## config.mk

```make
export PLATFORM = sky130hd
export DESIGN_NAME = query_frame_builder_crc16
export DESIGN_NICKNAME = d
export VERILOG_FILES = /design/src/rtl/qfb_pkg.sv /design/src/rtl/qfb_front.sv /design/src/rtl/qfb_queue.sv /design/src/rtl/qfb_back.sv /design/src/rtl/query_frame_builder_crc16.sv
export VERILOG_INCLUDE_DIRS = /design/src /design/src/rtl
export SDC_FILE = /design/constraint.sdc
export NUM_CORES = 1
export LEC_CHECK = 0
export ABC_AREA = 1
export BUFFER_PORTS_ARGS = -buffer_cell sky130_fd_sc_hd__buf_2
export CORE_MARGIN = 5
export CORE_UTILIZATION = 50
export CTS_CLUSTER_SIZE = 14
export DETAILED_ROUTE_END_ITERATION = 12
export PLACE_DENSITY = 0.75
export SYNTH_ARGS = -nofsm -noshare
export SYNTH_HDL_FRONTEND = slang
export SYNTH_SLANG_ARGS = --single-unit
export TNS_END_PERCENT = 5
```

## constraint.sdc

```tcl
create_clock -name i_clk -period 3.92 [get_ports i_clk]
set_input_delay 0.196 -clock i_clk [delete_from_list [all_inputs] [get_ports i_clk]]
set_output_delay 0.196 -clock i_clk [all_outputs]
set_load 0.005 [all_outputs]
```

## src/rtl/query_frame_builder_crc16_assert.svh

```systemverilog
// assertion macros shared by the query frame builder
`ifndef QUERY_FRAME_BUILDER_CRC16_ASSERT_SVH
`define QUERY_FRAME_BUILDER_CRC16_ASSERT_SVH

`ifndef SYNTHESIS
// property that must hold at every rising clock edge outside reset
`define QFB_ASSERT(lbl, clk, rst_n, prop) \
    lbl: assert property (@(posedge clk) disable iff (!(rst_n)) (prop)) \
        else $error("qfb assertion failed");
// condition that must never be true outside reset
`define QFB_NEVER(lbl, clk, rst_n, cond) \
    lbl: assert property (@(posedge clk) disable iff (!(rst_n)) !(cond)) \
        else $error("qfb forbidden condition seen");
`else
`define QFB_ASSERT(lbl, clk, rst_n, prop)
`define QFB_NEVER(lbl, clk, rst_n, cond)
`endif

`endif

```

## src/rtl/qfb_pkg.sv

```systemverilog
`default_nettype none

package qfb_pkg;

    // frame layout
    localparam int unsigned FrameLen  = 10;
    localparam int unsigned BodyLen   = 8;
    localparam int unsigned NumDigits = 6;
    localparam int unsigned IdxW      = 4;

    localparam logic [IdxW-1:0] IdxStx   = IdxW'(0);
    localparam logic [IdxW-1:0] IdxEnq   = IdxW'(BodyLen - 1);
    localparam logic [IdxW-1:0] IdxCrcLo = IdxW'(BodyLen);
    localparam logic [IdxW-1:0] IdxCrcHi = IdxW'(FrameLen - 1);

    localparam logic [7:0]  CodeStx = 8'h02;
    localparam logic [7:0]  CodeEnq = 8'h05;
    localparam logic [15:0] CrcPoly = 16'hA001;
    localparam logic [15:0] CrcInit = 16'hFFFF;

    // request queue geometry
    localparam int unsigned QDepth = 2;
    localparam int unsigned QAw    = 1;
    localparam int unsigned QCntW  = 2;

    // six ascii hex digits of the frame body, node digit at index 0
    typedef logic [NumDigits-1:0][7:0] t_body;

    // queue status seen by both sides
    typedef struct packed {
        logic empty;
        logic full;
    } t_q_stat;

    // lower-case ascii hex digit
    function automatic logic [7:0] hex_digit(input logic [3:0] n);
        logic [7:0] v;
        v = {4'b0000, n};
        if (n < 4'd10) begin
            hex_digit = 8'h30 + v;
        end else begin
            hex_digit = 8'h57 + v;
        end
    endfunction

    // reflected crc-16 update over one byte
    function automatic logic [15:0] crc_byte(input logic [15:0] crc, input logic [7:0] b);
        logic [15:0] c;
        c = crc ^ {8'h00, b};
        for (int k = 0; k < 8; k++) begin
            if (c[0]) begin
                c = (c >> 1) ^ CrcPoly;
            end else begin
                c = c >> 1;
            end
        end
        crc_byte = c;
    endfunction

endpackage

`default_nettype wire

```

## src/rtl/qfb_front.sv

```systemverilog
`default_nettype none

module qfb_front
    import qfb_pkg::*;
(
    input  wire logic        i_clk,
    input  wire logic        i_rst_n,
    input  wire logic        i_s_tvalid,
    output logic             o_s_tready,
    // node_id[3:0], function_code[11:4], tag_value[15:12], first_axis[19:16],
    // axis_count[23:20]
    input  wire logic [23:0] i_s_tdata,
    input  wire t_q_stat     i_q_stat,
    output logic             o_push,
    output t_body            o_body
);

    logic  r_valid;
    t_body r_body;
    t_body n_body;
    logic  w_accept;

    // hand the encoded item to the queue whenever there is room
    assign o_push     = r_valid && !i_q_stat.full;
    assign o_s_tready = !r_valid || !i_q_stat.full;
    assign w_accept   = i_s_tvalid && o_s_tready;
    assign o_body     = r_body;

    // encode fields into ascii hex digits
    always_comb begin
        n_body[0] = hex_digit(i_s_tdata[3:0]);
        n_body[1] = hex_digit(i_s_tdata[11:8]);
        n_body[2] = hex_digit(i_s_tdata[7:4]);
        n_body[3] = hex_digit(i_s_tdata[15:12]);
        n_body[4] = hex_digit(i_s_tdata[19:16]);
        n_body[5] = hex_digit(i_s_tdata[23:20]);
    end

    // holding slot control
    always_ff @(posedge i_clk) begin
        if (!i_rst_n) begin
            r_valid <= 1'b0;
        end else if (w_accept) begin
            r_valid <= 1'b1;
        end else if (o_push) begin
            r_valid <= 1'b0;
        end
    end

    // holding slot payload
    always_ff @(posedge i_clk) begin
        if (w_accept) begin
            r_body <= n_body;
        end
    end

endmodule

`default_nettype wire

```

## src/rtl/qfb_queue.sv

```systemverilog
`default_nettype none

module qfb_queue
    import qfb_pkg::*;
(
    input  wire logic  i_clk,
    input  wire logic  i_rst_n,
    input  wire logic  i_push,
    input  wire t_body i_body,
    input  wire logic  i_pop,
    output t_body      o_body,
    output t_q_stat    o_stat
);

    t_body            r_mem [QDepth];
    logic [QAw-1:0]   r_wp;
    logic [QAw-1:0]   r_rp;
    logic [QCntW-1:0] r_cnt;

    assign o_stat.empty = (r_cnt == '0);
    assign o_stat.full  = (r_cnt == QCntW'(QDepth));
    assign o_body       = r_mem[r_rp];

    // pointers and fill count
    always_ff @(posedge i_clk) begin
        if (!i_rst_n) begin
            r_wp  <= '0;
            r_rp  <= '0;
            r_cnt <= '0;
        end else begin
            if (i_push) begin
                r_wp <= r_wp + QAw'(1);
            end
            if (i_pop) begin
                r_rp <= r_rp + QAw'(1);
            end
            if (i_push && !i_pop) begin
                r_cnt <= r_cnt + QCntW'(1);
            end else if (i_pop && !i_push) begin
                r_cnt <= r_cnt - QCntW'(1);
            end
        end
    end

    // entry storage
    always_ff @(posedge i_clk) begin
        if (i_push) begin
            r_mem[r_wp] <= i_body;
        end
    end

endmodule

`default_nettype wire

```

## src/rtl/qfb_back.sv

```systemverilog
`default_nettype none

module qfb_back
    import qfb_pkg::*;
(
    input  wire logic        i_clk,
    input  wire logic        i_rst_n,
    input  wire logic [15:0] i_crc_start,
    input  wire t_q_stat     i_q_stat,
    input  wire t_body       i_body,
    output logic             o_pop,
    output logic             o_m_tvalid,
    input  wire logic        i_m_tready,
    // frame_byte[7:0]
    output logic [7:0]       o_m_tdata,
    output logic             o_m_tlast
);

    logic            r_busy;
    logic [IdxW-1:0] r_idx;
    logic [15:0]     r_crc;
    t_body           r_body;
    logic            r_tvalid;
    logic [7:0]      r_tdata;
    logic            r_tlast;

    logic            n_busy;
    logic [IdxW-1:0] n_idx;
    logic [15:0]     n_crc;

    logic            w_adv;
    logic            w_emit;
    logic            w_last;
    logic [7:0]      w_byte;

    // output register moves when empty or taken
    assign w_adv  = !r_tvalid || i_m_tready;
    assign w_emit = r_busy && w_adv;
    assign w_last = (r_idx == IdxCrcHi);
    assign o_pop  = !i_q_stat.empty && (!r_busy || (w_emit && w_last));

    assign o_m_tvalid = r_tvalid;
    assign o_m_tdata  = r_tdata;
    assign o_m_tlast  = r_tlast;

    // byte at the current frame position
    always_comb begin
        case (r_idx)
            IdxStx:   w_byte = CodeStx;
            4'd1:     w_byte = r_body[0];
            4'd2:     w_byte = r_body[1];
            4'd3:     w_byte = r_body[2];
            4'd4:     w_byte = r_body[3];
            4'd5:     w_byte = r_body[4];
            4'd6:     w_byte = r_body[5];
            IdxEnq:   w_byte = CodeEnq;
            IdxCrcLo: w_byte = r_crc[7:0];
            IdxCrcHi: w_byte = r_crc[15:8];
            default:  w_byte = 8'h00;
        endcase
    end

    // sequencer next values
    always_comb begin
        n_busy = r_busy;
        n_idx  = r_idx;
        n_crc  = r_crc;
        if (o_pop) begin
            n_busy = 1'b1;
            n_idx  = IdxStx;
            n_crc  = i_crc_start;
        end else if (w_emit) begin
            n_idx = r_idx + IdxW'(1);
            if (w_last) begin
                n_busy = 1'b0;
            end
            if (r_idx < IdxCrcLo) begin
                n_crc = crc_byte(r_crc, w_byte);
            end
        end
    end

    // control registers
    always_ff @(posedge i_clk) begin
        if (!i_rst_n) begin
            r_busy   <= 1'b0;
            r_idx    <= IdxStx;
            r_tvalid <= 1'b0;
        end else begin
            r_busy <= n_busy;
            r_idx  <= n_idx;
            if (w_adv) begin
                r_tvalid <= w_emit;
            end
        end
    end

    // payload registers
    always_ff @(posedge i_clk) begin
        r_crc <= n_crc;
        if (o_pop) begin
            r_body <= i_body;
        end
        if (w_adv) begin
            r_tdata <= w_byte;
            r_tlast <= w_last;
        end
    end

endmodule

`default_nettype wire

```

## src/rtl/query_frame_builder_crc16.sv

```systemverilog
`default_nettype none

// Query frame builder: each request item on the slave stream becomes a ten-byte
// frame on the master stream: STX, node digit, two function-code digits, tag,
// first-axis and axis-count digits (lower-case ascii hex), ENQ, then the
// reflected CRC-16 (poly 0xA001) over those eight bytes, low byte first; tlast
// marks the CRC high byte. The CRC start value comes from the config channel
// (reset 0xFFFF) and should only change while no frame is in flight. Frames
// stream at one byte per cycle while the receiver is ready, paced by the
// byte-wide serializer; the CRC folds in one byte per cycle as it goes out.
// A two-deep request queue plus an input holding slot let up to three
// requests wait while a frame is being sent; an accepted request passes the
// holding slot, a queue entry and the serializer's registers on its way out.
module query_frame_builder_crc16
    import qfb_pkg::*;
(
    input  wire logic        i_clk,
    input  wire logic        i_rst_n,
    input  wire logic        i_s_tvalid,
    output logic             o_s_tready,
    // node_id[3:0], function_code[11:4], tag_value[15:12], first_axis[19:16],
    // axis_count[23:20]
    input  wire logic [23:0] i_s_tdata,
    output logic             o_m_tvalid,
    input  wire logic        i_m_tready,
    // frame_byte[7:0]
    output logic [7:0]       o_m_tdata,
    output logic             o_m_tlast,
    input  wire logic        i_cfg_valid,
    output logic             o_cfg_ready,
    // crc_start[15:0]
    input  wire logic [15:0] i_cfg_data
);

    logic [15:0] r_crc_start;
    logic        w_push;
    logic        w_pop;
    t_body       w_front_body;
    t_body       w_q_body;
    t_q_stat     w_q_stat;

    // config register
    assign o_cfg_ready = 1'b1;

    always_ff @(posedge i_clk) begin
        if (!i_rst_n) begin
            r_crc_start <= CrcInit;
        end else if (i_cfg_valid && o_cfg_ready) begin
            r_crc_start <= i_cfg_data;
        end
    end

    // request encoder
    qfb_front u_front (
        .i_clk      (i_clk),
        .i_rst_n    (i_rst_n),
        .i_s_tvalid (i_s_tvalid),
        .o_s_tready (o_s_tready),
        .i_s_tdata  (i_s_tdata),
        .i_q_stat   (w_q_stat),
        .o_push     (w_push),
        .o_body     (w_front_body)
    );

    // request queue
    qfb_queue u_queue (
        .i_clk   (i_clk),
        .i_rst_n (i_rst_n),
        .i_push  (w_push),
        .i_body  (w_front_body),
        .i_pop   (w_pop),
        .o_body  (w_q_body),
        .o_stat  (w_q_stat)
    );

    // frame serializer with crc
    qfb_back u_back (
        .i_clk       (i_clk),
        .i_rst_n     (i_rst_n),
        .i_crc_start (r_crc_start),
        .i_q_stat    (w_q_stat),
        .i_body      (w_q_body),
        .o_pop       (w_pop),
        .o_m_tvalid  (o_m_tvalid),
        .i_m_tready  (i_m_tready),
        .o_m_tdata   (o_m_tdata),
        .o_m_tlast   (o_m_tlast)
    );

    // queue never overflows or underflows
`include "query_frame_builder_crc16_assert.svh"
    `QFB_NEVER(a_no_push_full, i_clk, i_rst_n, w_push && w_q_stat.full)
    `QFB_NEVER(a_no_pop_empty, i_clk, i_rst_n, w_pop && w_q_stat.empty)
    // input side stalls only when the holding slot is stuck behind a full queue
    `QFB_ASSERT(a_ready_when_room, i_clk, i_rst_n, !w_q_stat.full |-> o_s_tready)

endmodule

`default_nettype wire

```

# Word-level counts from Yosys, hierarchy flattened
# Memories as Yosys holds them, arrays and structs flattened. A register that Yosys moved wholly into a read port is not among the register bits.
# Index checks and enable logic that the tools add are counted.
# W data, S select, Z words.
# totals
out_inout_bits	12
mem_bits_rw	96
memories	1
regBits	100
# mem_list
memory	depth	width	rd	rd_ports_with_merged_regs	write_ports	line	text
u_queue.r_mem	2	48	1	1	1	qfb_queue.sv:15	t_body r_mem [QDepth];
# op_classes
add_sub_neg	17
mux	48
bitwise	10
n_reduce_logical	27
magnitude_cmp	7
eq_ne	10
# ops
operator	count
$mux W16	32
$pmux W8 S10	1
$add A7 B4 Y8 const A	6
$mux W8	6
$add A6 B4 Y7 const A	6
$lt A4 B4 Y1 const B	7
$not A2 Y3	8
$eq A4 B3 Y1 const B	4
$xor A16 B8 Y16	1
$reduce_bool A2 Y1	5
$eq A4 B2 Y1 const B	2
$eq A4 B4 Y1 const B	2
$logic_and A1 B1 Y1	7
$logic_not A1 Y1	7
$mux W1	7
$add A4 B1 Y4 const B	1
$eq A4 B1 Y1 const B	1
$logic_not A4 Y1	1
$mux W2	2
$reduce_and A2 Y1	2
$logic_or A1 B1 Y1	3
$add A1 B1 Y1 const B	2
$add A2 B1 Y2 const B	1
$eq A2 B2 Y1 const B	1
other kinds (4)	4

# Longest topological paths before layout
# logic_depth
depth_word	43
ltp_mapped	20
depth_no_buf	19

# Modules after synthesis
# Synthesis repeated with hierarchy kept, for this count alone.
# hier_totals
cells_unflattened	826
hier_area_um2	10191.0
# modules_own_cells
mod	area_per_inst_um2	instances	cells_each
qfb_back	3797.4	1	388
qfb_queue	3769.9	1	184
qfb_front	1944.4	1	182
query_frame_builder_crc16	679.4	1	72

# Least setup slack after synthesis
# OpenSTA, ideal clock, no wires.
# synth_path
path_kind	register -> register
from	register u_back.r_idx[1]
to	register u_back.r_body[0] (netlist bit) (read register of u_queue.r_mem), enable pin
path_stages_with_launch	8
setup_time_ns	0.423
n_path_buf	1
t_arrival_ns	2.542
slack_ns	0.955
cell_sequence	dfxtp_1 -> inv_1 -> ha_1 -> nand3_2 -> inv_1 -> a21oi_1 -> a21oi_2 -> clkbuf_1
# synth_via
elab_chain_len	4
# synth_lines
item	line	text
from (decl)	qfb_back.sv:20	logic [IdxW-1:0] r_idx;
from (signal assigned)	qfb_back.sv:87	r_idx <= IdxStx;
from (signal assigned)	qfb_back.sv:91	r_idx <= n_idx;
$eq A4 B4 Y1	qfb_back.sv:39	assign w_last = (r_idx == IdxCrcHi);
via u_back.w_last	qfb_back.sv:33	logic w_last;
$logic_and A1 B1 Y1	qfb_back.sv:40	assign o_pop = !i_q_stat.empty && (!r_busy || (w_emit && w_last));
$logic_or A1 B1 Y1	qfb_back.sv:40	
$logic_and A1 B1 Y1	qfb_back.sv:40	
to (decl)	qfb_back.sv:22	t_body r_body;
# The timed path passes the listed nets, and every way through them passes these cells.
# A chain may end at the register's enable or synchronous reset.

# Final worst setup path
# layout_path
from	register u_back.r_idx[1]
to	register u_back.r_crc[7], enable pin
# layout_via
elab_chain_len	6
# layout_lines
item	line	text
$eq A4 B4 Y1 (*)	qfb_back.sv:39	
via u_back.w_last	qfb_back.sv:33	
$logic_and A1 B1 Y1 (*)	qfb_back.sv:40	
$logic_or A1 B1 Y1 (*)	qfb_back.sv:40	
$logic_and A1 B1 Y1 (*)	qfb_back.sv:40	
$reduce_bool A2 Y1 (no line)	-	
$reduce_and A2 Y1 (no line) (*)	-	
to (signal assigned)	qfb_back.sv:100	r_crc <= n_crc;
to (decl)	qfb_back.sv:21	logic [15:0] r_crc;
# Mark *: on every way through the listed nets, which the timed path passes. The rest lies on a longest branch.

==> flow_summary.toml <==
[clock_network]
tritoncts = "done"
clk-insertion-delay-late_ps = 490
cts-buffers-inserted = 23
clock_sinks = 220
cts_resized = 0
path_clk_slew_ps = 60
ctsLongestPathBuffers = 3
clk_root_buffer_cell = "sky130_fd_sc_hd__clkbuf_16"
cts_setup_buffers = 0
ctsHtreeMaxLevel = 1
hold_buffers = 19

[hold_path]
min_delay_worst_endpoint = "u_front.o_body[34]"
hold-path-cell-count = 3
holdCritStartpoint = "i_s_tdata[18]"
hold_path_class = "primary input to flip-flop"

[floorplanning]
placementRows = 49
start_util = 0.5087
core_um2 = 18020
dieWidth_um = 145.4
die_outline_area_um2 = 21150
ios = 57
fp.dieH_um = 145.4

[logic_synthesis]
number_of_enable_type_register_cells_in_the_synthesized_netlist = 193
synthesis.area_um2 = 9169
post-synth-top-area-fraction = 0.6321
netlist_top_cells_area = "sky130_fd_sc_hd__edfxtp_1 63%, sky130_fd_sc_hd__nand2_1 12%, sky130_fd_sc_hd__dfxtp_1 5.9%"
ys_types = 35
synth_most_common_cell = "sky130_fd_sc_hd__nand2_1"
yosys.area_share.xor_xnor = 0.01337
ys_top_cells_by_count = "296 x sky130_fd_sc_hd__nand2_1, 193 x sky130_fd_sc_hd__edfxtp_1, 56 x sky130_fd_sc_hd__inv_1"
synth_compound_area_frac = 0.02647
share_of_flip_flops_with_an_asynchronous_set_or_reset = 0
postSynthRegisterBits = 220
synth_area_per_cell_um2 = 11.29
dominant_combinational_cell_family_by_area_after_synthesis = "simple AND/OR/NAND/NOR gates"
synth_simple_gate_area_frac = 0.2091
yosysSeqAreaShare = 0.6910
muxShareOfSynthArea = 0.005459
synthesis.yosys.warnings = 0
yosys.area_share.adder = 0.01501
ys.flop_type = "sky130_fd_sc_hd__edfxtp_1"
postSynthCellCount = 812
synthDominantAreaCellType = "sky130_fd_sc_hd__edfxtp_1"

[routing]
antenna_left = 0
finalWirelength_mm = 16.97
avgViaCountPerCell = 5.092
drt_pass1_iterations = 5
drc_viols = 0
vias = 5820
drt_iter0_markers = 388
wire_per_inst_um = 14.85

[final_layout]
final_cell_count_no_fill = 1143
postLayoutCellArea_um2 = 10640
antennaDiodeCount = 0
finish.net_count = 957
areaGrowthSynthToFinish_pct = 16.09
final_layout_size_suffix_gt1_frac = 0.1652
fillCellCount = 1454

[pwr]
worst_ir_drop_vdd_mv = 0.4613
pwr_density_cell_nw_per_um2 = 698.1
p_leak_uw = 0.004448

[placement]
placed_cell_area_um2 = 9708
post-place-cells = 1086
dp.final_hpwl_mm = 11.52
place.gp.congestion = 0.9282
place_worst_setup_slack_ps = 1138
io_buffers = 55

[sta]
finalMaxSlewViolations = 0
fin_tns_setup_ps = 0
min_period_ps = 2831
timing.final.setup_violations = 0
tightest_slew_ps = 907.4
max-slew-margin-rel = 0.3936
achievable-frequency_ghz = 0.3532
final_hold_viol_count = 0
post-route-period-util = 0.7223
fin_ws_ps = 1089
rsz0062_at_grt = "no"
largest_clock_skew_in_the_final_design_ps = 8.812
fin_worst_hold_slack_ps = 18.51

[setup_path]
critical_path.reg2reg.endpoint = "u_back.r_crc[7]"
reg2reg_depth = 9
worst-setup-path-type = "flip-flop to flip-flop"
regToRegSetupSlack_ps = 1090
worst_setup_path_start_kind = "flip-flop"
worst_setup_end_kind = "flip-flop"
crit-reg2reg-launch = "u_back.r_idx[1]"
critPathRequiredTime_ps = 4110
path_max_fanout = 13
crit_arrival_ps = 3030

[run]
cap_violations = 0

[global_routing]
grt_pass1_vias = 5925
grt_first_pass_wirelength_mm = 28.46
grt.overflow.total = 0
grt_antenna_before_repair = 0
grtUsageTotal = 0.1621
maximum_number_of_pins_on_one_net_before_global_route_repair = 69

[run_status]
outcome = "finished clean"
[worst max path at each step]
stage	endpoint	from
final	u_back.r_crc[7]	u_back.r_idx[1]
after global routing	u_back.r_crc[8]	u_back.r_idx[1]
after CTS	u_back.r_crc[7]	u_back.r_idx[1]
after detailed placement	u_back.r_crc[11]	u_back.r_idx[1]
after global placement	u_back.r_crc[0]	u_back.r_idx[1]
after floorplan	u_back.r_body[0]	u_back.r_idx[1]
[metal layers]
| metal | GRT usage | up-vias | wire length [um] |
|---|---|---|---|
| li1 | - | 2898 | - |
| met1 | 0.2006 | 2750 | 7070 |
| met2 | 0.2857 | 129 | 8554 |
| met3 | 0.02741 | 43 | 792 |
| met4 | 0.06110 | 0 | 554 |
| met5 | 0 | - | 0 |
[sequential cells by signal, summed over array words and instances, names as in the netlist, 2 cells and up]
register          cells
u_back.r_idx          4
u_back.r_body        42
u_front.o_body       42
u_queue.r_cnt         2
u_queue.r_mem        84
u_back.r_crc         16
u_back.o_m_tdata      8
r_crc_start          16
[kinds of logic (layout without fill, tap and decap cells)]
| logic type | Yosys count | count (layout) |
|---|---|---|
| AND/OR/NAND/NOR | 431 | 431 |
| multiplexers | 5 | 5 |
| flip-flops | 220 | 220 |
| AO/OA/AOI/OAI | 45 | 45 |
| other | 1 | 7 |
| adder cells (fa/ha/maj) | 11 | 11 |
| XOR/XNOR | 14 | 14 |
| buffers and inverters | 85 | 181 |
[worst max-delay path, stage by stage (launching register included)]
cell and delay, ps:
sky130_fd_sc_hd__dfxtp_1 340, sky130_fd_sc_hd__inv_1 110, sky130_fd_sc_hd__ha_1 500, sky130_fd_sc_hd__nand3_2 170
sky130_fd_sc_hd__inv_1 190, sky130_fd_sc_hd__a21oi_1 150, sky130_fd_sc_hd__a21oi_4 160, sky130_fd_sc_hd__inv_1 180
sky130_fd_sc_hd__o21ai_1 420, sky130_fd_sc_hd__buf_4 310
[stage by stage]
step / utilization / power, uW
after floorplan: - / 4754
after global placement: 0.5386 / 5234
after detailed placement: 0.5386 / 5292
after CTS: 0.5905 / 7473
after global routing: 0.5905 / 7819
final: 0.5905 / 7430
[cells in the final DEF (no fill, tap or decap), drive strengths merged, types with 19 or more instances in the layout]
cell type	netlist	routed
edfxtp	193	193
dlygate4sd3	0	19
clkbuf	16	28
buf	8	63
nand2	317	317
nor2	38	38
dfxtp	27	27
nand3	56	56
inv	60	60
o21ai	24	24
[where the power goes]
group | switching [uW] | internal [uW] | leakage (uW)
clock network | 820 | 1330 | 0.000355
registers | 220 | 3280 | 0.00206
logic | 1240 | 536 | 0.00203
total | 2280 | 5150 | 0.00445
[area by class of cell]
cell class                 count  area (um2)  area share
timing repair buffer          82       525.5     0.04937
tap                          229       286.5     0.02692
multi-input combinational    513        2519      0.2366
clock inverter                10       151.4     0.01422
sequential                   220        6336      0.5953
inverter                      61       231.5     0.02175
clock buffer                  28       594.3     0.05584
No activity file was read; power rests on OpenSTA's default activity.
